## config.mk

```make
export PLATFORM = sky130hd
export DESIGN_NAME = lmcd_ram
export DESIGN_NICKNAME = d
export VERILOG_FILES = /design/src/rtl/core/lmcd_ram.sv
export SDC_FILE = /design/constraint.sdc
export NUM_CORES = 2
export LEC_CHECK = 0
export BUFFER_PORTS_ARGS = -buffer_cell sky130_fd_sc_hd__buf_2
export CAP_MARGIN = 20
export CORE_MARGIN = 1
export CORE_UTILIZATION = 54
export DETAILED_ROUTE_END_ITERATION = 12
export PLACE_DENSITY = 0.75
export SLEW_MARGIN = 20
export SYNTH_ARGS = -nofsm -noshare
export SYNTH_HDL_FRONTEND = slang
export SYNTH_SLANG_ARGS = --single-unit
export TNS_END_PERCENT = 30
```

## constraint.sdc

```tcl
create_clock -name clk_i -period 3.5 [get_ports clk_i]
set_input_delay 0.525 -clock clk_i [delete_from_list [all_inputs] [get_ports clk_i]]
set_output_delay 0.525 -clock clk_i [all_outputs]
set_load 0.02 [all_outputs]
```

## src/rtl/core/lmcd_ram.sv

```systemverilog
// generic single write, single read ram with registered read data
module lmcd_ram #(
  parameter int unsigned WIDTH = 8,
  parameter int unsigned DEPTH = 256
) (
  input  logic                     clk_i,
  input  logic                     we_i,
  input  logic [$clog2(DEPTH)-1:0] waddr_i,
  input  logic [WIDTH-1:0]         wdata_i,
  input  logic                     re_i,
  input  logic [$clog2(DEPTH)-1:0] raddr_i,
  output logic [WIDTH-1:0]         rdata_o
);

  logic [WIDTH-1:0] mem [DEPTH];
  logic [WIDTH-1:0] rdata_q;

  always_ff @(posedge clk_i) begin
    if (we_i) begin
      mem[waddr_i] <= wdata_i;
    end
    if (re_i) begin
      rdata_q <= mem[raddr_i];
    end
  end

  assign rdata_o = rdata_q;

endmodule

```

* Word level (Yosys, flattened, before mapping)
Memories as Yosys holds them, arrays and structs flattened. A register that Yosys moved wholly into a read port is not among the register bits.
Cells that the tools add are included.
** Word-level totals
- Memory bits (writable) :: 2048
- Memories kept :: 1
- Output and inout bits :: 8
- Logic and storage cells :: 3
- Register bits after elaboration :: 0
- Input bits :: 27
** Memories
- mem :: words 256, width 8, rd ports 1, clocked after Yosys merged registers in 1, write ports 1, RTL line 15 : logic [WIDTH-1:0] mem [DEPTH];
** Operators by class
- Muxes and demuxes :: 2
** Operators with widths (number)
- $mux 1 :: 2

* Depth between registers and ports, before layout
- Word-level depth :: 2
- Gate-level depth with buffers :: 11
- Gate-level depth less buffers :: 6

* Worst setup path after synthesis
OpenSTA, ideal clock, no wires.
- Path kind :: input port to flip-flop
- Start :: input raddr_i[0]
- End :: register rdata_q[2], in the netlist rdata_o[2] (read register of mem), data pin
- Data required time :: 3.231 ns
- Arrival time :: 2.332 ns
- Path slack :: 0.899 ns
- Stages :: 9
- Setup time :: 0.269 ns
- Cells stage by stage :: buf_6 > buf_12 > buf_8 > buf_2 > mux4_2 > a22oi_1 > a21oi_1 > nor4_1 > nor4_2
** RTL lines
- from (decl) :: RTL line 11 : input logic [$clog2(DEPTH)-1:0] raddr_i,
- to (decl) :: RTL line 16 : logic [WIDTH-1:0] rdata_q;

==> metrics.yaml <==
ios: 35
cts_tree: "yes"
wirelength_um: 194000
dp.cells: 5858
synth_area_per_cell_um2: 21.3
swShare_pct: 21.4
syn-num-nets: 3760
core_area_um2: 146000
vdd_drop_max_v: 0.000732
slew-limit-headroom_pct: 33.4
p_comb_share_pct: 5.2
rsz0062_at_grt: "no"
syn-cell-area_um2: 79600
drt-initial-drc-count: 5760
cts_buffers: 192
ys_seq_area_share_pct: 77.5
final_core_util_pct: 62.0
synthArstFlopShare_pct: 0
finalMaxSlewViolations: 0
syn-instance-count: 3733
power.density_nw_per_um2: 553
drc: 0
period_minus_slack_ns: 3.05
ys_warn_count: 0
grt_max_degree: 118
stdcell_count: 6214
worstPathRequired_ns: 4.06
leakagePower_uw: 0.0287
synth_ff_type: "edfxtp_1"
nets: 4162
port_buffers: 34
sequentialPowerShare_pct: 54.3
fp-row-count: 140
hold_violations: 0
clockBufferDepth: 3
grt.overflow.total: 0
arrival_ns: 3.61
cts.sinks: 2056
start_util_pct: 54.5
antenna_left: 0
endpoint_kind: "flip-flop"
place_area_um2: 84600
grt_pass1_vias: 40400
grt_first_pass_wirelength_um: 279000
cp-start-kind: "flip-flop"
grt_usage_pct: 26.4
wire_per_inst_um: 31.1
chipHeight_um: 386
path_cells: "mux4_2, mux4_2, nor2_1, a2111oi_1, buf_4, nor3_1, buf_4, nor4_1"
firstDrtPassIters: 7
setup_viol: 0
hp-class: "in2reg"
clkTransAtPathRegs_ns: 0.06
dieArea_um2: 149000
max_stage_delay_ns: 0.73
p_clk_share_pct: 40.5
htreeDepth: 4
seqCellArea_um2: 61700
max_freq_mhz: 328
switching_power_uw: 10700
fill_cells: 9684
synth_edf_count: 2056
antenna_found_initial: 12
dp_hpwl_um: 119000
status: "finished clean"
critPathKind: "reg2reg"
ys_types: 54
crit_fanout: 1
multi_input_area_um2: 16500
syn2layout_area_growth_pct: 13.8
layout-drive-gt1-share_pct: 27.5
vias_per_cell: 6.54
timing.final.crit_share_pct: 87.1
slowest_stage: "nor3_1"
postLayoutCellArea_um2: 90600
worst_pin_slew_ns: 1.00
fin_skew_ns: 0.0323
maxCapViolations: 0
synth-seq-cells: 2056
vias: 40700
cts_hold_buffers: 0
cts_root_buffer: "clkbuf_16"
clock_latency_ns: 0.84
fp.dieW_um: 386
postCtsResizedCells: 0
postCtsSetupBuffers: 0
place_congestion: 0.864
intPower_uw: 39400
-- final timing paths --
path	from	end	slack [ns]	cells after the start
worst min-delay path	re_i	rdata_o[7]$_DFFE_PP_	0.15	1
worst min register to register	mem[33][5]$_DFFE_PP_	rdata_o[5]$_DFFE_PP_	1.13	6
worst max-delay path	mem[139][4]$_DFFE_PP_	rdata_o[4]$_DFFE_PP_	0.45	8
worst max register to register	mem[139][4]$_DFFE_PP_	rdata_o[4]$_DFFE_PP_	0.45	8
-- kinds of logic after synthesis --
family          after synthesis  share of synthesized area (%)
flops                      2056                           77.5
mux                         591                           14.6
simple gates                466                           2.63
compound gates              385                           3.42
buf+inv                     235                           1.83
-- power groups by stage --
stage	logic [uW]	clock network [uW]	registers (uW)
global route	2720	21400	27200
floorplan	1320	0	27700
global placement	2530	0	27700
detailed placement	2580	0	27700
CTS	2590	20400	27200
finish	2620	20300	27200
-- metal layers --
metal	track usage, %	wire (um)
met5	0	110
met4	9.78	7250
met3	7.03	23300
met2	40.8	91700
met1	36.3	71200
-- cell usage in the layout, fill, tap and decap left out, types with 13 or more instances in the layout --
cell type  synthesis  routed
nor3_1            22      22
nand2_1           33      33
clkinv_1           1      49
a221oi_1          13      13
nor2b_1           31      28
a22oi_1          133     133
nor4_1            24      20
buf_12             8      46
a21oi_1           96      96
mux4_2           454     454
o221ai_1          46      46
o22ai_1           28      28
nor2_1           282     279
a211oi_1          16      16
mux2i_1          134     134
clkinv_2           0      34
clkbuf_16          0     192
bufinv_16          0      15
buf_2             31      23
edfxtp_1        2056    2056
buf_4             27     362
nand3_1           34      31
clkbuf_1         111      44
-- registers in the layout, summed over array words and instances (netlist names) --
name and flops:
rdata_o 8, mem 2048
-- cells in the mapped netlist, types with 2 or more instances --
master,number,area (um2)
mux2i_1,134,1340
a311oi_1,2,17.5
o32ai_1,4,35.0
nor3_1,22,110
nand2_1,33,124
o221ai_1,46,403
o21ai_0,10,50.1
a2111oi_1,2,20.0
nor2b_1,31,194
a211oi_1,16,120
clkbuf_1,111,417
nand3_1,34,170
buf_6,21,236
nand2b_1,8,50.1
and3b_1,2,17.5
a22o_1,8,70.1
nor4_1,24,150
a21oi_1,96,480
o211ai_1,10,75.1
and2_1,6,37.5
edfxtp_1,2056,61700
nor2_1,282,1060
o22a_1,5,43.8
a31oi_1,2,12.5
nand3b_1,2,15.0
nand4_1,10,62.6
buf_8,13,195
mux4_2,454,10200
o21ai_1,2,10.0
o22ai_1,28,175
buf_2,31,155
buf_4,27,203
a221oi_1,13,114
nor4_2,3,37.5
mux4_1,2,52.6
or2_2,4,25.0
buf_12,8,160
buf_1,22,82.6
a22oi_1,133,998
a2111oi_0,2,17.5
-- area by class of cell --
cell class	count	area share (%)
diodes	2	0.00552
clock buffers	236	5.48
clock inverters	118	1.21
inverters	2	0.00828
multi-input cells	1442	18.2
flip-flops and latches	2056	68.1
well taps	1917	2.65
repair buffers	441	4.30
-- stage by stage --
| step | worst slack [ns] | hold slack [ns] | setup TNS (ns) | power (uW) |
|---|---|---|---|---|
| 3_5_place_dp | -0.350 | 0.993 | -1.05 | 30300 |
| 5_1_grt | 0.461 | 0.117 | 0 | 51300 |
| 3_3_place_gp | -0.499 | 0.994 | -1.91 | 30200 |
| 4_1_cts | 0.521 | 0.119 | 0 | 50200 |
| 2_1_floorplan | 0.899 | 0.624 | 0 | 29000 |
| 6_report | 0.450 | 0.152 | 0 | 50100 |
-- worst max-delay path: cells and delay by family (launching register included) --
family	cells	cell delay [ns]
muxes	2	1.04
and+or+nand+nor	3	0.89
buffers and inverters	2	0.41
DFF	1	0.37
AOI/OAI and AO/OA	1	0.08
Note: power is estimated with default switching activity, not from simulation.
