<file path="config.mk">
export PLATFORM = sky130hd
export DESIGN_NAME = lmcd_emit_flat
export DESIGN_NICKNAME = d
export VERILOG_FILES = /design/src/rtl/core/lmcd_pkg.sv /design/src/rtl/core/lmcd_out_if.sv /design/src/rtl/core/lmcd_emit.sv /design/src/flat_wrapper.sv
export SDC_FILE = /design/constraint.sdc
export NUM_CORES = 1
export LEC_CHECK = 0
export BUFFER_PORTS_ARGS = -buffer_cell sky130_fd_sc_hd__buf_2
export CAP_MARGIN = 25
export CORE_ASPECT_RATIO = 0.5
export CORE_MARGIN = 2
export CORE_UTILIZATION = 35
export DETAILED_ROUTE_END_ITERATION = 10
export SYNTH_ARGS = -nofsm -noshare
export SYNTH_HDL_FRONTEND = slang
export SYNTH_SLANG_ARGS = --single-unit
export TNS_END_PERCENT = 5
</file>
<file path="constraint.sdc">
create_clock -name clk_i -period 5.58 [get_ports clk_i]
set_clock_uncertainty 0.1 [all_clocks]
set_input_delay 1.116 -clock clk_i [delete_from_list [all_inputs] [get_ports clk_i]]
set_output_delay 1.116 -clock clk_i [all_outputs]
set_load 0.02 [all_outputs]
</file>
<file path="src/rtl/core/lmcd_pkg.sv">
// shared types, codes and crc helper for the literal/match copy decoder
package lmcd_pkg;

  typedef enum logic [2:0] {
    PH_HEAD,
    PH_LEN_LO,
    PH_LEN_HI,
    PH_OFFSET,
    PH_CRC,
    PH_LITERAL,
    PH_MATCH
  } phase_e;

  localparam logic [1:0] ACT_CTRL = 2'd0;
  localparam logic [1:0] ACT_LIT  = 2'd1;
  localparam logic [1:0] ACT_TICK = 2'd2;

  localparam logic [2:0] KIND_DATA       = 3'd0;
  localparam logic [2:0] KIND_GOOD       = 3'd1;
  localparam logic [2:0] KIND_MISMATCH   = 3'd2;
  localparam logic [2:0] KIND_BAD_OFFSET = 3'd3;
  localparam logic [2:0] KIND_UNEXPECTED = 3'd4;

  localparam logic [31:0] CRC_POLY = 32'hEDB88320;

  typedef struct packed {
    logic        is_data;
    logic        is_copy;
    logic        fwd;
    logic        check;
    logic [2:0]  kind;
    logic [7:0]  lit;
    logic [31:0] exp_crc;
  } stage_t;

  typedef struct packed {
    logic [2:0]  cnt;
    logic [31:0] crc;
    logic        status;
  } emit_stat_t;

  function automatic logic [31:0] crc_byte(input logic [31:0] crc, input logic [7:0] b);
    logic [31:0] c;
    c = ~crc ^ {24'h000000, b};
    for (int i = 0; i < 8; i++) begin
      c = c[0] ? ((c >> 1) ^ CRC_POLY) : (c >> 1);
    end
    return ~c;
  endfunction

endpackage

</file>
<file path="src/rtl/core/lmcd_out_if.sv">
// output request channel: result kind and decoded byte
interface lmcd_out_if;
  logic       valid;
  logic       ready;
  logic [2:0] result_kind;
  logic [7:0] out_byte;

  modport source (output valid, output result_kind, output out_byte, input ready);
  modport sink (input valid, input result_kind, input out_byte, output ready);
endinterface

</file>
<file path="src/rtl/core/lmcd_emit.sv">
// emit stage: byte select, history write, crc update and output queue
module lmcd_emit import lmcd_pkg::*; #(
  parameter int unsigned ADDR_W = 16
) (
  input  logic              clk_i,
  input  logic              rst_ni,
  input  logic              st_valid_i,
  input  stage_t            st_i,
  input  logic [ADDR_W-1:0] waddr_i,
  input  logic [7:0]        rdata_i,
  output logic              room_o,
  output logic              we_o,
  output logic [ADDR_W-1:0] waddr_o,
  output logic [7:0]        wdata_o,
  output emit_stat_t        stat_o,
  lmcd_out_if.source        out_o
);

  logic              b_valid_q;
  stage_t            b_q;
  logic [ADDR_W-1:0] b_waddr_q;
  logic [7:0]        last_q;
  logic [31:0]       crc_q, crc_d;

  logic [10:0]       q_mem [4];
  logic [1:0]        wr_ptr_q, rd_ptr_q;
  logic [2:0]        cnt_q, cnt_d;

  logic [7:0]        byte_sel;
  logic [2:0]        kind;
  logic [7:0]        res_byte;
  logic              push, pop;
  logic [2:0]        occ;

  assign byte_sel = b_q.is_copy ? (b_q.fwd ? last_q : rdata_i) : b_q.lit;
  assign res_byte = b_q.is_data ? byte_sel : 8'h00;

  always_comb begin
    if (b_q.is_data) begin
      kind = KIND_DATA;
    end else if (b_q.check) begin
      kind = (b_q.exp_crc == crc_q) ? KIND_GOOD : KIND_MISMATCH;
    end else begin
      kind = b_q.kind;
    end
  end

  always_comb begin
    crc_d = crc_q;
    if (b_valid_q) begin
      crc_d = b_q.is_data ? crc_byte(crc_q, byte_sel) : 32'h0;
    end
  end

  assign we_o    = b_valid_q & b_q.is_data;
  assign waddr_o = b_waddr_q;
  assign wdata_o = byte_sel;

  assign push  = b_valid_q;
  assign pop   = out_o.valid & out_o.ready;
  assign occ   = cnt_q + {2'b00, b_valid_q};
  assign room_o = (occ <= 3'd3);
  assign cnt_d = cnt_q + {2'b00, push} - {2'b00, pop};

  assign out_o.valid       = (cnt_q != 3'd0);
  assign out_o.result_kind = q_mem[rd_ptr_q][10:8];
  assign out_o.out_byte    = q_mem[rd_ptr_q][7:0];

  assign stat_o.cnt    = cnt_q;
  assign stat_o.crc    = crc_q;
  assign stat_o.status = b_valid_q & ~b_q.is_data;

  always_ff @(posedge clk_i or negedge rst_ni) begin
    if (!rst_ni) begin
      b_valid_q <= 1'b0;
      crc_q     <= '0;
      wr_ptr_q  <= '0;
      rd_ptr_q  <= '0;
      cnt_q     <= '0;
    end else begin
      b_valid_q <= st_valid_i;
      crc_q     <= crc_d;
      cnt_q     <= cnt_d;
      if (push) begin
        wr_ptr_q <= wr_ptr_q + 2'd1;
      end
      if (pop) begin
        rd_ptr_q <= rd_ptr_q + 2'd1;
      end
    end
  end

  always_ff @(posedge clk_i) begin
    b_q       <= st_i;
    b_waddr_q <= waddr_i;
    if (we_o) begin
      last_q <= byte_sel;
    end
    if (push) begin
      q_mem[wr_ptr_q] <= {kind, res_byte};
    end
  end

endmodule

</file>
<file path="src/flat_wrapper.sv">
// flat-port wrapper written by rule: the top's interface ports become plain ports
module lmcd_emit_flat import lmcd_pkg::*;
#(
  parameter int unsigned ADDR_W = 16
)
  (clk_i, rst_ni, st_valid_i, st_i, waddr_i, rdata_i, room_o, we_o, waddr_o, wdata_o, stat_o, out_o_valid, out_o_result_kind, out_o_out_byte, out_o_ready);
  lmcd_out_if out_o_i ();
  input  logic clk_i;
  input  logic rst_ni;
  input  logic st_valid_i;
  input  stage_t st_i;
  input  logic [ADDR_W-1:0] waddr_i;
  input  logic [7:0] rdata_i;
  output logic room_o;
  output logic we_o;
  output logic [ADDR_W-1:0] waddr_o;
  output logic [7:0] wdata_o;
  output emit_stat_t stat_o;
  output wire logic [$bits(out_o_i.valid)-1:0] out_o_valid;
  output wire logic [$bits(out_o_i.result_kind)-1:0] out_o_result_kind;
  output wire logic [$bits(out_o_i.out_byte)-1:0] out_o_out_byte;
  input wire logic [$bits(out_o_i.ready)-1:0] out_o_ready;
  assign out_o_valid = out_o_i.valid;
  assign out_o_result_kind = out_o_i.result_kind;
  assign out_o_out_byte = out_o_i.out_byte;
  assign out_o_i.ready = out_o_ready;
  lmcd_emit #(.ADDR_W(ADDR_W)) u_core (.clk_i(clk_i), .rst_ni(rst_ni), .st_valid_i(st_valid_i), .st_i(st_i), .waddr_i(waddr_i), .rdata_i(rdata_i), .room_o(room_o), .we_o(we_o), .waddr_o(waddr_o), .wdata_o(wdata_o), .stat_o(stat_o), .out_o(out_o_i));
endmodule
</file>
Word-level counts from Yosys, hierarchy flattened
Memories as Yosys holds them, arrays and structs flattened.
Cells that the tools add are included.

operators by class
  add/sub/neg operators = 4
  $lt $le $gt $ge = 1
  equality and inequality tests = 1
  multiplexer cells = 17
  bitwise operators = 15
  reduce and logical (&&, ||, !) cells = 1

operator list
  kind                                                                    number
  32-bit 2-to-1 mux                                                       9
  13-bit inverter with 14-bit output                                      8
  32-bit inverter                                                         2
  32-bit == test                                                          1
  32-bit by 8-bit bitwise XOR with 32-bit output                          1
  8-bit 2-to-1 mux                                                        3
  3-bit 2-to-1 mux                                                        2
  2-bit by 1-bit adder with 2-bit output (second input constant)          2
  3-bit by 1-bit adder with 3-bit output                                  1
  1-bit AND                                                               3
  3-bit by 2-bit <= comparator with 1-bit output (second input constant)  1
  3-bit nonzero test                                                      1
  3-bit by 1-bit subtractor with 3-bit output                             1
  1-bit 2-to-1 mux                                                        2
  2-bit 2-to-1 mux                                                        1
  1-bit inverter                                                          1

storage, ports and cells
  flip-flop bits (word level) = 111
  bits in writable memories = 44
  word-level logic and storage cells = 54
  memories = 1

memory list
  name          words  bits a word  read ports  clocked after memory_dff  wr ports  RTL line         RTL
  u_core.q_mem  4      11           1           0                         1         lmcd_emit.sv:25  logic [10:0] q_mem [4];

Depth between registers and ports, before layout
  depth in word-level cells = 21
  gate-level depth with buffers = 8
  mapped depth without buffers = 6

Worst setup path before layout
OpenSTA, ideal clock, no wires.

  path kind = input-to-output
  from = input port rdata_i[4]
  to = output port wdata_o[4]
  arrival = 1.767 ns
  required time = 4.364 ns
  setup slack = 2.597 ns
  cell stages on the path = 3
  buffers on the path = 0
  cells stage by stage = mux2_2 mux2i_4 inv_1

between the ends
  cells in the longest elaborated chain, start to end = 2

RTL lines
  element                         RTL line            RTL
  from (decl)                     flat_wrapper.sv:13  input logic [7:0] rdata_i;
  8-bit 2-to-1 mux (2 in series)  lmcd_emit.sv:35     assign byte_sel = b_q.is_copy ? (b_q.fwd ? last_q : rdata_i) : b_q.lit;
  to (decl)                       flat_wrapper.sv:17  output logic [7:0] wdata_o;

Every way passes these cells.

Worst setup path after layout
  from = register u_core.rd_ptr_q[0]
  to = output port out_o_out_byte[3]

between the ends
  cells in the longest elaborated chain, start to end = 1

RTL lines
  element                 RTL line            RTL
  from (decl)             lmcd_emit.sv:26     logic [1:0] wr_ptr_q, rd_ptr_q;
  from (signal assigned)  lmcd_emit.sv:88     rd_ptr_q <= rd_ptr_q + 2'd1;
  memory 4 x 11 bit       n/a
  to (decl)               flat_wrapper.sv:21  output wire logic [$bits(out_o_i.out_byte)-1:0] out_o_out_byte;

Every way passes these cells.

==> results.tsv <==
metric	value	unit
status	completed	
IO buf count	148	
FF-to-FF End	u_core.crc_q[18]	
Pins Over Slew Limit	0	
EDFF count, synth	52	
number of distinct library cells after synthesis	54	
R2R depth	6	
slowest CP cell	dfrtp_1	
htree depth	4	
Critical R2R Launch	u_core.b_q[44]	
Hold Path Class	primary input to asynchronous set/reset pin	
die width	196	um
Via density	4.63	
share of cells above drive strength 1	33.2	%
worst setup path start	u_core.rd_ptr_q[0]	
Cell Chain, Critical Path	mux4_2, buf_2	
pin count of the biggest net entering global routing	42	
Core Area	18200	um^2
crit-path max cell delay	0.87	ns
sequential area share after synthesis	59.3	%
post_cts resized	0	
buffer count from post-CTS setup fixing	0	
Final Total Pwr	4.63	mW
FMAX	0.302	GHz
pre-CTS setup slack	2.31	ns
syn avg cell area	13.9	um^2
die area	19600	um^2
RSZ-0062 raised after global routing	no	
FFs w/ async S/R, synth	25.8	%
crit start category	flop	
GR Util All Layers	15.3	%
crit path to	out_o_out_byte[3]	
CP Capture Type	output port	
Yosys top cell area share	24.2	%
PwrDens	574	nW/um^2
Finished Cell Area	8060	um^2
leading area contributor after synthesis	edfxtp_1	
CTS sink cnt	155	
final non-filler cell total	870	
placed insts	837	
P&R area growth vs syn	25.0	%
I/O pin cnt	149	
crit path kind	flop to output port	
global placer's final weighted congestion	0.765	
peak supply drop	219	uV
CTS tree	built	
drt total wl	14400	um
GR Overflow Total	0	
CP max FO	13	
final worst path period share	59.4	%
MaxCap Viol Count	0	
clk buf depth	2	
data arrival time of the critical path	2.10	ns
hpwl dp	10400	um
Routed Antenna Nets	0	
Min Clock Period, post-route	3.31	ns
total CTS buffers	17	
Slew HR	46.5	%
vias in the first global route	3980	
FF-to-FF setup slack	2.80	ns
fin nets	700	
initial antenna violation count	0	
CTS Hold Bufs	0	
CP Data Required Time	4.36	ns
top_reg_cell synth	dfxtp_1	
Yosys reg bits	155	
# diodes	0	
Setup TNS Final	0	ns
FP Rows	35	
setup ws final	2.27	ns
DRC viols	0	
Fillers	1690	
Final Hold Viols	0	
Leak Pwr	3.66	nW
Starting DRT DRC Count	223	
endpoints failing setup	0	
Vias	4026	
Synth Cell Area	6450	um^2
DR WL/cell	16.5	um
Placement Cell Area	7430	um^2
first-pass GRT wire length	22300	um
CTS clk-pin slew, worst paths	0.07	ns
Slew @ Worst Pin	0.803	ns
Initial Utilization	35.4	%
Synth Net Count	546	
die height	100	um
cell count after synthesis	463	
worst skew pair latency	0.42	ns
Synth area leaders	edfxtp_1, dfxtp_1, dfrtp_1, xor2_1, xnor3_1	
first-pass detailed-route iteration total	4	
CTS Root Cell	clkbuf_16	
yosys warns	0	
-- synth_stat cells, types with 5 or more instances --
library cell,n
dfxtp_1,63
edfxtp_1,52
inv_1,46
dfrtp_1,40
xor2_1,37
xnor2_1,33
o22ai_1,30
xnor3_1,13
mux4_2,11
nor2_1,11
clkbuf_1,10
and2_1,8
ha_1,8
mux2i_1,7
nand2b_1,7
nor4_1,7
nand2_1,6
nor2b_1,6
o211a_1,6
a211o_1,5
a211oi_1,5
o211ai_1,5
-- cell usage in the layout (no fill, tap or decap), types with 2 or more instances in the layout --
master,n
buf_2,148
dfxtp_1,63
edfxtp_1,52
inv_1,46
dfrtp_1,40
xor2_1,37
xnor2_1,33
o22ai_1,30
clkbuf_16,17
xnor3_1,13
nor2_1,11
mux4_2,11
and2_1,8
ha_1,8
nor4_1,7
mux2i_1,7
nand2b_1,7
nand2_1,6
nor2b_1,6
o211a_1,6
o211ai_1,5
a211o_1,5
a211oi_1,5
inv_8,5
o21a_1,4
o21ai_0,4
inv_6,4
xnor2_4,3
clkinv_8,3
buf_4,3
nand4_1,2
nor3_1,2
nor2_2,2
xor3_1,2
clkinv_4,2
-- flip-flops by register name, indices dropped and copies added, names as in the netlist --
name / count
u_core.b_q: 47
u_core.b_valid_q: 1
u_core.cnt_q: 3
u_core.crc_q: 32
u_core.last_q: 8
u_core.q_mem: 44
u_core.rd_ptr_q: 2
u_core.waddr_o: 16
u_core.wr_ptr_q: 2
-- cell families (layout without fill, tap and decap cells) --
group,count (synthesis),in the layout,share of synthesized area (%)
xor+xnor,90,90,16.9
fa+ha+maj,8,8,1.55
mux,20,20,5.45
simple gates,60,60,5.18
flops,155,155,59.3
buf+inv,63,230,4.00
compound gates,67,67,7.68
-- final cells by class --
type                       count  area (um^2)  share of cell area (%)
sequential                   155         3820                    47.4
multi-input combinational    245         2370                    29.4
timing repair buffer         152          783                    9.71
clock buffer                  17          425                    5.28
tap                          240          300                    3.72
clock inverter                15          188                    2.33
inverter                      46          173                    2.14
-- routing by layer --
layer  up-vias  share of wire (%)  track usage (%)
li1       1941                  -                -
met1      2006                 46             20.0
met2        67                 50             25.6
met3        12                3.4             3.39
met4         0                1.2             5.07
met5         -                  0                0
-- worst max-delay path: cells and delay by family, from the launching register on --
kind                   cells  cell delay, ns
buffers and inverters      1            0.18
DFF                        1            0.87
muxes                      1            0.62
-- how the worst min path moves through the flow --
stage	end	cells past startpoint	slack, ns
2_1_floorplan	u_core.wr_ptr_q[0]	1	0.39
3_3_place_gp	u_core.wr_ptr_q[0]	1	0.42
3_5_place_dp	u_core.wr_ptr_q[0]	1	0.43
4_1_cts	u_core.wr_ptr_q[0]	1	0.45
5_1_grt	u_core.cnt_q[2]	1	0.37
6_report	u_core.cnt_q[2]	1	0.39
-- stage by stage --
step / hold slack, ns / util [%]
floorplan: 0.394 / -
global placement: 0.423 / 40.8
detailed placement: 0.431 / 40.8
CTS: 0.447 / 44.1
global route: 0.370 / 44.3
finish: 0.389 / 44.3
-- where the power goes --
group          switching, mW  internal [mW]
Combinational          0.922          0.919
Sequential             0.219           1.38
Clock                  0.536          0.648
Total                   1.68           2.95
No activity file was read; power rests on OpenSTA's default activity.
