## config.mk

```make
export PLATFORM = sky130hd
export DESIGN_NAME = lmcd_parse_flat
export DESIGN_NICKNAME = d
export VERILOG_FILES = /design/src/rtl/core/lmcd_pkg.sv /design/src/rtl/core/lmcd_in_if.sv /design/src/rtl/core/lmcd_parse.sv /design/src/flat_wrapper.sv
export SDC_FILE = /design/constraint.sdc
export NUM_CORES = 1
export LEC_CHECK = 0
export BUFFER_PORTS_ARGS = -buffer_cell sky130_fd_sc_hd__buf_2
export CAP_MARGIN = 5
export CORE_MARGIN = 4
export CORE_UTILIZATION = 54
export DETAILED_ROUTE_END_ITERATION = 16
export PLACE_DENSITY_LB_ADDON = 0.12
export SYNTH_ARGS = -nofsm -noshare
export SYNTH_HDL_FRONTEND = slang
export SYNTH_SLANG_ARGS = --single-unit
```

## constraint.sdc

```tcl
create_clock -name clk_i -period 4.24 [get_ports clk_i]
set_clock_uncertainty 0.2 [all_clocks]
set_input_delay 0.848 -clock clk_i [delete_from_list [all_inputs] [get_ports clk_i]]
set_output_delay 0.848 -clock clk_i [all_outputs]
set_load 0.01 [all_outputs]
```

## src/rtl/core/lmcd_pkg.sv

```systemverilog
// shared types, codes and crc helper for the literal/match copy decoder
package lmcd_pkg;

  typedef enum logic [2:0] {
    PH_HEAD,
    PH_LEN_LO,
    PH_LEN_HI,
    PH_OFFSET,
    PH_CRC,
    PH_LITERAL,
    PH_MATCH
  } phase_e;

  localparam logic [1:0] ACT_CTRL = 2'd0;
  localparam logic [1:0] ACT_LIT  = 2'd1;
  localparam logic [1:0] ACT_TICK = 2'd2;

  localparam logic [2:0] KIND_DATA       = 3'd0;
  localparam logic [2:0] KIND_GOOD       = 3'd1;
  localparam logic [2:0] KIND_MISMATCH   = 3'd2;
  localparam logic [2:0] KIND_BAD_OFFSET = 3'd3;
  localparam logic [2:0] KIND_UNEXPECTED = 3'd4;

  localparam logic [31:0] CRC_POLY = 32'hEDB88320;

  typedef struct packed {
    logic        is_data;
    logic        is_copy;
    logic        fwd;
    logic        check;
    logic [2:0]  kind;
    logic [7:0]  lit;
    logic [31:0] exp_crc;
  } stage_t;

  typedef struct packed {
    logic [2:0]  cnt;
    logic [31:0] crc;
    logic        status;
  } emit_stat_t;

  function automatic logic [31:0] crc_byte(input logic [31:0] crc, input logic [7:0] b);
    logic [31:0] c;
    c = ~crc ^ {24'h000000, b};
    for (int i = 0; i < 8; i++) begin
      c = c[0] ? ((c >> 1) ^ CRC_POLY) : (c >> 1);
    end
    return ~c;
  endfunction

endpackage

```

## src/rtl/core/lmcd_in_if.sv

```systemverilog
// input request channel: action code and byte
interface lmcd_in_if;
  logic       valid;
  logic       ready;
  logic [1:0] action;
  logic [7:0] in_byte;

  modport source (output valid, output action, output in_byte, input ready);
  modport sink (input valid, input action, input in_byte, output ready);
endinterface

```

## src/rtl/core/lmcd_parse.sv

```systemverilog
// record parser: header, offset and checksum fields, history read address
module lmcd_parse import lmcd_pkg::*; #(
  parameter int unsigned HISTORY_DEPTH = 65536,
  parameter int unsigned AW            = $clog2(HISTORY_DEPTH)
) (
  input  logic           clk_i,
  input  logic           rst_ni,
  lmcd_in_if.sink        in_i,
  input  logic           room_i,
  output logic           st_valid_o,
  output stage_t         st_o,
  output logic [AW-1:0]  waddr_o,
  output logic           rd_en_o,
  output logic [AW-1:0]  rd_addr_o
);

  localparam int unsigned AW1 = AW + 1;
  localparam logic [AW1-1:0] DEPTH_A   = AW1'(HISTORY_DEPTH);
  localparam logic [AW-1:0]  LAST_POS  = AW'(HISTORY_DEPTH - 1);
  localparam logic [31:0]    DEPTH_32  = 32'(HISTORY_DEPTH);

  phase_e       phase_q, phase_d;
  logic [7:0]   head_q, head_d;
  logic [1:0]   fbc_q, fbc_d;
  logic [15:0]  rem_q, rem_d;
  logic [31:0]  dist_q, dist_d;
  logic [31:0]  exp_q, exp_d;
  logic [AW-1:0] wp_q, wp_d;
  logic [31:0]  bw_q, bw_d;
  logic         prev_data_q, prev_data_d;

  logic         acc;
  logic [1:0]   need;
  logic [31:0]  field_full;
  logic [31:0]  exp_full;
  logic [15:0]  len_full;
  logic [15:0]  rem_dec;
  logic         data;
  logic [AW1-1:0] wpx;
  logic [AW1-1:0] dnar;
  logic [AW1-1:0] src;

  assign acc        = in_i.valid & room_i;
  assign in_i.ready = room_i;
  assign waddr_o    = wp_q;

  assign field_full = dist_q | (32'(in_i.in_byte) << {fbc_q, 3'b000});
  assign exp_full   = exp_q | (32'(in_i.in_byte) << {fbc_q, 3'b000});
  assign len_full   = {in_i.in_byte, rem_q[7:0]};
  assign rem_dec    = rem_q - 16'd1;

  assign wpx  = {1'b0, wp_q};
  assign dnar = dist_q[AW:0];
  assign src  = (wpx >= dnar) ? (wpx - dnar) : (wpx + (DEPTH_A - dnar));
  assign rd_addr_o = src[AW-1:0];

  always_comb begin
    phase_d     = phase_q;
    head_d      = head_q;
    fbc_d       = fbc_q;
    rem_d       = rem_q;
    dist_d      = dist_q;
    exp_d       = exp_q;
    wp_d        = wp_q;
    bw_d        = bw_q;
    st_valid_o  = 1'b0;
    st_o        = '0;
    rd_en_o     = 1'b0;
    data        = 1'b0;

    case (phase_q)
      PH_LITERAL: need = ACT_LIT;
      PH_MATCH:   need = ACT_TICK;
      default:    need = ACT_CTRL;
    endcase

    if (acc) begin
      if (in_i.action != need) begin
        st_valid_o = 1'b1;
        st_o.kind  = KIND_UNEXPECTED;
        phase_d    = PH_HEAD;
        head_d     = '0;
        fbc_d      = '0;
        rem_d      = '0;
        dist_d     = '0;
        exp_d      = '0;
      end else begin
        case (phase_q)
          PH_HEAD: begin
            head_d  = in_i.in_byte;
            rem_d   = '0;
            phase_d = PH_LEN_LO;
          end
          PH_LEN_LO: begin
            rem_d   = {8'h00, in_i.in_byte};
            phase_d = PH_LEN_HI;
          end
          PH_LEN_HI: begin
            rem_d = len_full;
            fbc_d = '0;
            if (head_q != 8'h00) begin
              dist_d  = '0;
              phase_d = PH_OFFSET;
            end else if (len_full == 16'h0000) begin
              exp_d   = '0;
              phase_d = PH_CRC;
            end else begin
              phase_d = PH_LITERAL;
            end
          end
          PH_OFFSET: begin
            dist_d = field_full;
            if (fbc_q != 2'd3) begin
              fbc_d = fbc_q + 2'd1;
            end else begin
              fbc_d = '0;
              if (field_full == 32'h0 || field_full > bw_q || field_full > DEPTH_32) begin
                st_valid_o = 1'b1;
                st_o.kind  = KIND_BAD_OFFSET;
                phase_d    = PH_HEAD;
                head_d     = '0;
                rem_d      = '0;
                dist_d     = '0;
                exp_d      = '0;
              end else begin
                phase_d = (rem_q != 16'h0000) ? PH_MATCH : PH_HEAD;
              end
            end
          end
          PH_CRC: begin
            if (fbc_q != 2'd3) begin
              exp_d = exp_full;
              fbc_d = fbc_q + 2'd1;
            end else begin
              st_valid_o   = 1'b1;
              st_o.check   = 1'b1;
              st_o.exp_crc = exp_full;
              phase_d      = PH_HEAD;
              head_d       = '0;
              fbc_d        = '0;
              rem_d        = '0;
              dist_d       = '0;
              exp_d        = '0;
            end
          end
          PH_LITERAL: begin
            data     = 1'b1;
            st_o.lit = in_i.in_byte;
          end
          PH_MATCH: begin
            data         = 1'b1;
            rd_en_o      = 1'b1;
            st_o.is_copy = 1'b1;
            // copy at distance one reads the byte still being written
            st_o.fwd     = (dist_q == 32'd1) && prev_data_q;
          end
          default: begin
            phase_d = PH_HEAD;
          end
        endcase
      end
    end

    if (data) begin
      st_valid_o   = 1'b1;
      st_o.is_data = 1'b1;
      st_o.kind    = KIND_DATA;
      wp_d         = (wp_q == LAST_POS) ? '0 : wp_q + 1'b1;
      bw_d         = (bw_q == 32'hFFFFFFFF) ? bw_q : bw_q + 32'd1;
      rem_d        = rem_dec;
      if (rem_dec == 16'h0000) begin
        phase_d = PH_HEAD;
      end
    end

    prev_data_d = data;
  end

  always_ff @(posedge clk_i or negedge rst_ni) begin
    if (!rst_ni) begin
      phase_q     <= PH_HEAD;
      head_q      <= '0;
      fbc_q       <= '0;
      rem_q       <= '0;
      dist_q      <= '0;
      exp_q       <= '0;
      wp_q        <= '0;
      bw_q        <= '0;
      prev_data_q <= 1'b0;
    end else begin
      phase_q     <= phase_d;
      head_q      <= head_d;
      fbc_q       <= fbc_d;
      rem_q       <= rem_d;
      dist_q      <= dist_d;
      exp_q       <= exp_d;
      wp_q        <= wp_d;
      bw_q        <= bw_d;
      prev_data_q <= prev_data_d;
    end
  end

endmodule

```

## src/flat_wrapper.sv

```systemverilog
// flat-port wrapper written by rule: the top's interface ports become plain ports
module lmcd_parse_flat import lmcd_pkg::*;
#(
  parameter int unsigned HISTORY_DEPTH = 65536,
  parameter int unsigned AW            = $clog2(HISTORY_DEPTH)
)
  (clk_i, rst_ni, room_i, st_valid_o, st_o, waddr_o, rd_en_o, rd_addr_o, in_i_valid, in_i_action, in_i_in_byte, in_i_ready);
  lmcd_in_if in_i_i ();
  input  logic clk_i;
  input  logic rst_ni;
  input  logic room_i;
  output logic st_valid_o;
  output stage_t st_o;
  output logic [AW-1:0] waddr_o;
  output logic rd_en_o;
  output logic [AW-1:0] rd_addr_o;
  input wire logic [$bits(in_i_i.valid)-1:0] in_i_valid;
  input wire logic [$bits(in_i_i.action)-1:0] in_i_action;
  input wire logic [$bits(in_i_i.in_byte)-1:0] in_i_in_byte;
  output wire logic [$bits(in_i_i.ready)-1:0] in_i_ready;
  assign in_i_i.valid = in_i_valid;
  assign in_i_i.action = in_i_action;
  assign in_i_i.in_byte = in_i_in_byte;
  assign in_i_ready = in_i_i.ready;
  lmcd_parse #(.HISTORY_DEPTH(HISTORY_DEPTH), .AW(AW)) u_core (.clk_i(clk_i), .rst_ni(rst_ni), .in_i(in_i_i), .room_i(room_i), .st_valid_o(st_valid_o), .st_o(st_o), .waddr_o(waddr_o), .rd_en_o(rd_en_o), .rd_addr_o(rd_addr_o));
endmodule
```

* After elaboration in Yosys (flattened, before gate mapping)
Cells that the tools add are included.
** Word-level totals
- Register bits :: 142
- Output and inout bits :: 82
- Logic and storage cells :: 139
** Operators by class
- Add/sub/neg operators :: 7
- Order comparisons :: 3
- Equal/unequal tests :: 21
- Shift-type cells :: 1
- Multiplexer cells :: 69
- Bitwise gates (word level) :: 4
- Reduce and logical (&&, ||, !) cells :: 24
** Operators by type and width (number)
- two-way mux 32 bit :: 13
- case mux 32 bit (3 select lines) :: 2
- two-way mux 16 bit :: 8
- case mux 16 bit (5 select lines) :: 1
- OR 32 bit :: 2
- two-way mux 46 bit :: 1
- two-way mux 3 bit :: 14
- two-way mux 40 bit :: 1
- two-way mux 8 bit :: 5
- adder 32 x 1 -> 32 bit, second input constant :: 1
- equality test 32 x 1 -> 1 bit, second input constant :: 1
- equality test 32 bit, second input constant :: 1
- > comparator 32 x 17 -> 1 bit, second input constant :: 1
- > comparator 32 bit :: 1
- zero test 16 bit :: 2
- zero test 32 bit :: 1
- left shift 8 x 5 -> 32 bit :: 1
- case mux 8 bit (3 select lines) :: 1
- case mux 3 bit (6 select lines) :: 1
- >= comparator 16 x 17 -> 1 bit :: 1
- adder 16 x 1 -> 16 bit, second input constant :: 1
- adder 16 bit :: 1
- equality test 16 bit, second input constant :: 1
- nonzero test 16 bit :: 1
- other kinds (33) :: 66

* Logic depth before layout (Yosys ltp)
Gate-level depths: netlist of the first run.
- Word-level depth :: 12
- Gate-level depth with buffers :: 16

* Worst setup path before layout of the first run
No wires, ideal clock.
- Kind :: input-to-output
- Start point :: input in_i_in_byte[5]
- End point :: output st_o[41] (netlist name)
- Arrival :: 3.406 ns
- Data required time :: 3.192 ns
- Setup slack :: -0.214 ns
- Stages :: 14
- Path buffers :: 4
- Path through :: clkbuf_1 > and3_1 > or2_2 > ha_1 > nand4_1 > nor4_1 > a211oi_1 > a21oi_1 > o21a_1 > o21ai_2 > buf_4 > buf_6 > nor2_1 > buf_4
** RTL lines
- start: declaration :: RTL line flat_wrapper.sv:19 : input wire logic [$bits(in_i_i.in_byte)-1:0] in_i_in_byte;
- end: declaration :: RTL line flat_wrapper.sv:13 : output stage_t st_o;

==> results.yml, run 1 <==
layout:
  n_antenna_cell: 0
  syn2layout_area_growth_pct: 24.38
  final-instance-count-excl-fill: 1476
  final_layout_size_suffix_gt1_frac: 0.2452
  nets: 1311
  multi_input_comb_area_mm2: 0.005570
  final_cell_area_mm2: 0.01162
  regArea_mm2: 0.003553
  fill_cells: 1331
worst_setup_path:
  required_ps: 3190
  rrSetupSlack_ps: 100
  r2r_end: "u_core.head_q[1]$_DFFE_PN0P_"
  path_class: "flop to primary output"
  end_kind: "primary output"
  cp_max_fo: 7
  crit_arrival_ps: 3210
  r2r_start: "u_core.fbc_q[0]$_DFFE_PN0P_"
  reg2regPathDepth: 20
  worstSetupStartpointType: "flop"
worst_hold_path:
  hp-class: "flop to flop"
  hp-start: "u_core.bw_q[6]$_DFFE_PN0P_"
  min_to: "u_core.bw_q[6]$_DFFE_PN0P_"
  whs_path_depth: 1
synth:
  synth.area.top_cells: "dfrtp_1 38%, ha_1 7.0%, a21oi_1 4.9%, xnor2_1 4.7%, nor2_1 4.2%"
  synth_nets: 1165
  synth_edf_count: 0
  synth.avg_cell_area_um2: 8.505
  synth_seq_cells: 142
  syn-instance-count: 1098
  synth_cell_type_count: 75
  yosys-top-cells-count: "142 x dfrtp_1, 105 x nor2_1, 91 x a21oi_1, 91 x nand2_1, 78 x inv_1"
  yosys_warnings: 0
  syn_area_mm2: 0.009339
  yosys.area.top_type_share: 0.3805
  async_flop_share: 1.000
  yosysSeqAreaShare: 0.3805
  synthFlopType: "dfrtp_1"
  synth_top_area_cell: "dfrtp_1"
  yosys.cell_count.top_type: "dfrtp_1"
sta:
  rsz0062_at_grt: "true"
  hold_viol_final: 0
  fin_crit_sh: 1.004
  fin_ws_ps: -16.86
  setup_tns_ps: -38.70
  tightestPinTransition_ps: 1003
  clock.fmax_mhz: 234.9
  finalCriticalPeriod_ps: 4257
  drv_slew: 0
  setup_violations: 3
  slew_headroom: 0.3253
grt:
  grt_pass1_vias: 8600
  grt_pass1_wl_um: 46470
  track_usage: 0.2980
  antenna_found_initial: 0
  grt_max_degree: 98
  grt_overflow: 0
power_and_ir_drop:
  powerDensity_mw_per_mm2: 308.9
  power_mw: 3.588
  ir_drop_mv: 0.3047
  power_leakage_nw: 5.326
outcome:
  status: "finished with violations"
  violations: "negative setup slack"
place:
  post-dp-hpwl_um: 20630
  placed_cell_area_mm2: 0.01041
  routabilityCongestion: 0.9529
  dp_cells: 1417
  port_buffers: 95
  place_ws_ps: -46.19
drt:
  wl_per_cell_um: 20.15
  drtIter0Drc: 891
  drtPass1Iterations: 7
  postRouteAntennaNets: 0
  routed_wl_um: 29740
  via_count: 9098
  vias_per_cell: 6.164
  drc: 0
die:
  core_area_mm2: 0.01676
  core.rowCount: 47
  die_h_um: 139.5
  start_util: 0.5572
  die_area_mm2: 0.01946
  io_pins: 96
  fp.dieW_um: 139.5
cts:
  clkTransAtPathRegs_ps: 70
  holdBufCountCts: 0
  cts_inserted_buffers: 17
  clkLatencyLatePin_ps: 430
  h-tree-depth: 4
  tritoncts: "yes"
  clock-sinks: 142
  clock-root-buffer: "clkbuf_16"
  clockBufferDepth: 2
run:
  cap_violations: 0
where the power goes:
part | leakage [nW] | switching, mW | internal, mW | total (mW)
Sequential | 1.93 | 0.0395 | 1.40 | 1.44
Combinational | 3.10 | 0.360 | 0.226 | 0.586
Clock | 0.300 | 0.607 | 0.959 | 1.57
Total | 5.33 | 1.01 | 2.58 | 3.59
logic make-up after synthesis:
group                    after synthesis  share of synthesized area
XOR/XNOR                              59                    0.05533
multiplexers                           1                   0.001206
adder cells (fa/ha/maj)               53                    0.07181
flip-flops                           142                     0.3805
AO/OA/AOI/OAI                        307                     0.2172
AND/OR/NAND/NOR                      391                     0.2113
buffers and inverters                145                    0.06270
flip-flops by register name (all words and copies together) (netlist names):
register	cells
u_core.bw_q	32
u_core.dist_q	32
u_core.exp_q	32
u_core.rem_q	16
u_core.waddr_o	16
u_core.head_q	8
u_core.phase_q	3
u_core.fbc_q	2
u_core.prev_data_q	1
cell type report:
cell class / count / area share
Sequential cell: 142 / 0.3059
Timing Repair Buffer: 192 / 0.1122
Multi-Input combinational cell: 811 / 0.4795
Inverter: 80 / 0.02585
Clock inverter: 12 / 0.01379
Clock buffer: 19 / 0.03899
Tap cell: 220 / 0.02370
layout by cell type (no fill, tap or decap), types with 18 or more instances in the layout:
cell      instances
dfrtp_1         142
nor2_1          102
buf_2            92
buf_4            88
nand2_1          87
a21oi_1          87
inv_1            76
xnor2_1          50
nand3_1          48
ha_1             40
o21ai_1          27
o21ai_0          24
o21a_1           24
nand4_1          23
nor3_1           20
a211oi_1         18
worst max-delay path, stage by stage (launching register included):
cell and delay (ps):
dfrtp_1 420, buf_6 170, and3_1 200, or2_4 240, ha_4 270, nand4_1 170
nor4_2 300, buf_4 160, a211oi_2 40, a21oi_2 220, o21a_1 210, o21ai_2 110
nor2_4 120, buf_2 140
worst max path at each step:
stage                                     start    endpoint  cells past startpoint
floorplan                       in_i_in_byte[0]    st_o[41]                     14
CTS                             in_i_in_byte[4]  st_valid_o                     15
global route        u_core.fbc_q[0]$_DFFE_PN0P_    st_o[40]                     13
detailed placement              in_i_in_byte[4]  st_valid_o                     14
global placement                in_i_in_byte[4]  st_valid_o                     14
finish              u_core.fbc_q[0]$_DFFE_PN0P_    st_o[40]                     13
stage by stage:
step | util | hold WS [ps]
floorplan | - | 245.3
global placement | 0.6213 | 258.8
detailed placement | 0.6213 | 263.8
CTS | 0.6772 | 274.5
global route | 0.6931 | 288.3
finish | 0.6931 | 274.3
metal layers:
layer / routed length (µm) / global-route usage / vias up
li1: - / - / 4219
met1: 13030 / 0.4293 / 4382
met2: 13250 / 0.4527 / 422
met3: 2546 / 0.06415 / 75
met4: 907 / 0.09063 / 0
met5: 0 / 0 / -
timing repair:
action,CTS,global route
pin swaps,8,18
setup buffers,17,9
gates cloned,2,1
resized for setup,32,39
setup endpoints to repair,3,30
Note: power is estimated with default switching activity, not from simulation.
==> run 2, diff against run 1 <==
Settings changed: RECOVER_POWER set to 100.
==> run 2 against run 1 <==
Net effect:
- the run ends with max-capacitance violations, max-slew violations, negative setup slack left
- cell area down 0.65%
- count of clock-buffer cells in the layout is the same
- worst hold slack got worse by 2.1 ps
- die area stayed put
- register-to-register slack got worse by 20 ps
- maximum frequency is 0.31% lower
- non-clock buffer count unchanged
- clock power about the same
- largest cell class unchanged
- highest routed layer unchanged
==> results.yml, run 2 (synthesis gave the netlist of run 1 again) <==
die:
  core.rowCount: 47
  io_pins: 96
  die_h_um: 139.5
  die_area_mm2: 0.01946
  fp.dieW_um: 139.5
  core_area_mm2: 0.01676
  start_util: 0.5572
drt:
  via_count: 9091
  wl_per_cell_um: 20.17
  drtIter0Drc: 829
  postRouteAntennaNets: 0
  drc: 0
  vias_per_cell: 6.159
  drtPass1Iterations: 6
  routed_wl_um: 29770
layout:
  syn2layout_area_growth_pct: 23.58
  multi_input_comb_area_mm2: 0.005557
  final_layout_size_suffix_gt1_frac: 0.2213
  final_cell_area_mm2: 0.01154
  post-route-util: 0.6886
  layout_commonest_cell: "dfrtp_1"
  layout.cells.most_common_list: "142 x dfrtp_1, 102 x nor2_1, 88 x nand2_1"
  regArea_mm2: 0.003553
  nets: 1311
  top_regs: "u_core.bw_q (32), u_core.dist_q (32), u_core.exp_q (32)"
  n_antenna_cell: 0
  fill_cells: 1358
place:
  post-dp-hpwl_um: 20630
  routabilityCongestion: 0.9529
  placed_cell_area_mm2: 0.01041
  port_buffers: 95
  place_ws_ps: -46.19
worst_setup_path:
  end_kind: "primary output"
  path_class: "flop to primary output"
  reg2regPathDepth: 20
  rrSetupSlack_ps: 80
  required_ps: 3190
  worst_path_max_delay_cell: "dfrtp_1"
  cp_cell_sequence: "buf_6 > and3_1 > or2_4 > ha_4 > nand4_1 > nor4_2 > buf_4 > a211oi_2 > a21oi_2 > o21a_1 > o21ai_2 > nor2_4 > buf_2"
  slowest_delay_ps: 430
  r2r_start: "u_core.fbc_q[0]$_DFFE_PN0P_"
  worstSetupStartpointType: "flop"
  worstSetupStartpoint: "u_core.fbc_q[0]$_DFFE_PN0P_"
  r2r_end: "u_core.head_q[1]$_DFFE_PN0P_"
  crit_arrival_ps: 3220
  cp_max_fo: 7
outcome:
  violations: "max-capacitance violations, max-slew violations, negative setup slack"
  status: "finished with violations"
grt:
  antenna_found_initial: 0
  grt_pass1_wl_um: 46470
  grt_max_degree: 98
  grt_pass1_vias: 8600
  track_usage: 0.2980
  grt_overflow: 0
cts:
  tritoncts: "yes"
  clock-root-buffer: "clkbuf_16"
  clkLatencyLatePin_ps: 430
  clock-sinks: 142
  clockBufferDepth: 2
  cts_inserted_buffers: 17
  holdBufCountCts: 0
  clkTransAtPathRegs_ps: 60
  h-tree-depth: 4
power_and_ir_drop:
  combPwrFrac: 0.162
  switchingPower_mw: 1.003
  swShare: 0.2802
  ir_drop_mv: 0.3038
  powerDensity_mw_per_mm2: 310.2
  clkPwrFrac: 0.437
  power.internal_mw: 2.577
  power_mw: 3.580
  power_leakage_nw: 5.219
  seq_power_share: 0.401
sta:
  clock.fmax_mhz: 234.2
  finalCriticalPeriod_ps: 4270
  slew_headroom: -0.6177
  setup_violations: 3
  fin_ws_ps: -30.10
  drv_slew: 98
  setup_tns_ps: -64.44
  hold_viol_final: 0
  tightestPinTransition_ps: 2427
  fin_crit_sh: 1.007
  rsz0062_at_grt: "true"
worst_hold_path:
  whs_path_depth: 1
  hp-class: "flop to flop"
  min_to: "u_core.bw_q[26]$_DFFE_PN0P_"
  hp-start: "u_core.bw_q[26]$_DFFE_PN0P_"
run:
  cap_violations: 1
-- run 2: cell types whose count changed in the layout (fill, tap and decap cells not counted), moves of 2 or more --
cell	change
o21ai_0	+3
buf_4	-3
a21boi_1	-2
a21boi_0	+2
buf_2	-23
clkbuf_1	+26
clkbuf_2	+2
o21ai_1	-3
-- run 2: metal layers --
layer,up-vias,global-route usage,share of wire
li1,4212,-,-
met1,4392,0.4293,0.44
met2,417,0.4527,0.45
met3,70,0.06415,0.090
met4,0,0.09063,0.029
met5,-,0,0
-- run 2: timing repair --
action	in CTS	in global routing
pin swaps	8	18
setup endpoints to repair	3	30
cloned	2	1
buffers inserted	17	9
gates resized for setup	32	39
-- run 2: critical path, delay by kind of cell, from the launching register on --
| family | cells | cell delay [ps] |
|---|---|---|
| and+or+nand+nor | 5 | 1030 |
| AOI/OAI and AO/OA | 4 | 590 |
| buffers and inverters | 3 | 480 |
| DFF | 1 | 430 |
| adders and majority gates | 1 | 270 |
-- run 2: per-stage QoR --
step	hold WS [ps]	cells
2_1_floorplan	245.3	1098
3_3_place_gp	258.8	1417
3_5_place_dp	263.8	1417
4_1_cts	274.5	1467
5_1_grt	288.3	1476
6_report	272.2	1476
-- run 2: worst max-delay path by stage --
stage | end | slack, ps | cells past startpoint
final | st_o[40] | -30 | 13
after global routing | st_o[40] | -130 | 13
after CTS | st_valid_o | 10 | 15
after detailed placement | st_valid_o | -50 | 14
after global placement | st_valid_o | -20 | 14
after floorplan | st_o[41] | 1 | 14
-- run 2: power by group through the flow --
stage	Combinational [mW]	Sequential (mW)	Clock, mW
final	0.580	1.44	1.56
after CTS	0.564	1.43	1.58
after floorplan	0.352	1.44	0
after global placement	0.547	1.46	0
after detailed placement	0.554	1.46	0
after global routing	0.632	1.44	1.65
-- run 2: layout make-up --
class                   count  share of cell area
clock buffers              19             0.03925
clock inverters            12             0.01388
inverters                  80             0.02602
multi-input cells         811              0.4815
flip-flops and latches    142              0.3079
well taps                 220             0.02385
repair buffers            192              0.1077
==> run 3, diff against run 2 <==
Settings changed: CORE_MARGIN 4 to 2, CORE_UTILIZATION 54 to 58.
Clock period 4.24 ns to 5.5 ns, I/O delays scaled along.
==> run 3 against run 2 <==
Net effect:
- the flow finishes with violations (max-capacitance violations, max-slew violations)
- first-iteration DRC count grew 13%
- die area fell by 12%
- sequential share of layout area rose by 3.2 points
- cell area decreased by 9.5%
- sequential power shrank 23%
- utilization is 2.8 points lower
- setup slack better by 310 ps
- register-to-register slack better by 250 ps
- non-clock buffer count is 67 lower
- largest power group unchanged
- highest routed layer unchanged
==> results.yml, run 3 (synthesis gave the netlist of run 1 again) <==
outcome:
  status: "finished with violations"
  violations: "max-capacitance violations, max-slew violations"
cts:
  h-tree-depth: 4
  clock-root-buffer: "clkbuf_16"
  clockBufferDepth: 2
  clkTransAtPathRegs_ps: 60
  tritoncts: "yes"
  cts_inserted_buffers: 17
  holdBufCountCts: 0
  postCtsSetupBuffers: 0
  clkLatencyLatePin_ps: 440
  cts_resized: 0
  clock-sinks: 142
layout:
  n_antenna_cell: 0
  post-route-util: 0.6602
  nets: 1244
  final_cell_area_mm2: 0.01045
  top_regs: "u_core.bw_q (32), u_core.dist_q (32), u_core.exp_q (32)"
  syn2layout_area_growth_pct: 11.90
  layout_commonest_cell: "dfrtp_1"
  layout.cells.most_common_list: "142 x dfrtp_1, 105 x nor2_1, 96 x a21oi_1"
  final_layout_size_suffix_gt1_frac: 0.09336
place:
  placed_cell_area_mm2: 0.01005
  routabilityCongestion: 0.9334
  port_buffers: 95
  post-dp-hpwl_um: 19840
drt:
  postRouteAntennaNets: 0
  drc: 0
  wl_per_cell_um: 19.91
  via_count: 8667
  vias_per_cell: 6.169
  drtPass1Iterations: 7
  drtIter0Drc: 939
  routed_wl_um: 27970
worst_hold_path:
  hp-class: "flop to flop"
  whs_path_depth: 1
die:
  die_area_mm2: 0.01713
  fp.dieW_um: 130.9
  core.rowCount: 46
  die_h_um: 130.9
  start_util: 0.5900
  core_area_mm2: 0.01583
  io_pins: 96
sta:
  setup_tns_ps: 0
  drv_slew: 122
  finalCriticalPeriod_ps: 5219
  slew_headroom: -0.5654
  rsz0062_at_grt: "false"
  tightestPinTransition_ps: 2348
  hold_viol_final: 0
  clock.fmax_mhz: 191.6
  fin_crit_sh: 0.9488
  setup_violations: 0
worst_setup_path:
  path_class: "input port to primary output"
  r2r_start: "u_core.fbc_q[1]$_DFFE_PN0P_"
  worstSetupStartpoint: "in_i_action[1]"
  required_ps: 4200
  reg2regPathDepth: 13
  rrSetupSlack_ps: 330
  crit_arrival_ps: 3920
  end_kind: "primary output"
  r2r_end: "u_core.dist_q[3]$_DFFE_PN0P_"
  cp_max_fo: 22
  crit_end: "st_o[0]"
  worstSetupStartpointType: "input port"
power_and_ir_drop:
  powerDensity_mw_per_mm2: 257.8
  power_leakage_nw: 4.644
  ir_drop_mv: 0.2425
grt:
  grt_overflow: 0
  grt_pass1_wl_um: 43470
  grt_max_degree: 95
  antenna_found_initial: 0
  grt_pass1_vias: 7997
  track_usage: 0.3355
run:
  cap_violations: 3
==> run 3: changes by cell type in the layout (fill, tap and decap cells not counted), sizes merged <==
cell / before / now
clkinvlp: 1 / 4
inv: 83 / 80
buf: 163 / 44
clkbuf: 47 / 100
bufbuf: 1 / 0
==> run 3: metal layers <==
layer  share of wire  vias up  routed length (µm)  global-route usage
met4           0.029        0                 814              0.1389
met2            0.45      372               12510              0.4923
met1            0.44     4165               12380              0.4828
li1                -     4074                   -                   -
met5               0        -                   0                   0
met3           0.081       56                2264             0.07288
==> run 3: how the worst min path moves through the flow <==
| stage | endpoint | start | slack, ps |
|---|---|---|---|
| final | u_core.bw_q[26]$_DFFE_PN0P_ | u_core.bw_q[26]$_DFFE_PN0P_ | 270 |
| after global routing | u_core.bw_q[26]$_DFFE_PN0P_ | u_core.bw_q[26]$_DFFE_PN0P_ | 310 |
| after CTS | u_core.bw_q[26]$_DFFE_PN0P_ | u_core.bw_q[26]$_DFFE_PN0P_ | 270 |
| after detailed placement | u_core.bw_q[26]$_DFFE_PN0P_ | u_core.bw_q[26]$_DFFE_PN0P_ | 260 |
| after global placement | u_core.bw_q[26]$_DFFE_PN0P_ | u_core.bw_q[26]$_DFFE_PN0P_ | 260 |
| after floorplan | u_core.bw_q[27]$_DFFE_PN0P_ | u_core.bw_q[27]$_DFFE_PN0P_ | 250 |
==> run 3: cell type report <==
type                       count  area [µm²]
clock inverter                12       145.1
fill                        1401        5378
inverter                      80       300.3
clock buffer                  19       442.9
tap                          216       270.3
sequential                   142        3553
multi-input combinational    811        5141
timing repair buffer         125       596.8
==> run 3: report_power, final <==
part	switching, mW	internal (mW)	total, mW
logic	0.266	0.146	0.412
clock network	0.457	0.717	1.17
registers	0.0319	1.08	1.11
total	0.755	1.94	2.69
==> run 3: per-stage QoR <==
step | hold WS, ps | total power [mW] | std cells | setup WS (ps)
after global placement | 261.8 | 1.531 | 1374 | 712.6
after CTS | 274.6 | 2.706 | 1405 | 452.7
after floorplan | 245.3 | 1.383 | 1098 | 542.4
after global routing | 305.3 | 2.788 | 1405 | 47.40
after detailed placement | 263.3 | 1.538 | 1374 | 626.8
final | 271.1 | 2.694 | 1405 | 281.5
==> run 3: critical path: stages <==
cell,delay [ps]
buf_2,130
nor4bb_1,140
o21ai_1,230
a21boi_0,990
nor2_1,130
nand4_1,490
clkbuf_4,450
nor2_1,100
clkbuf_2,140
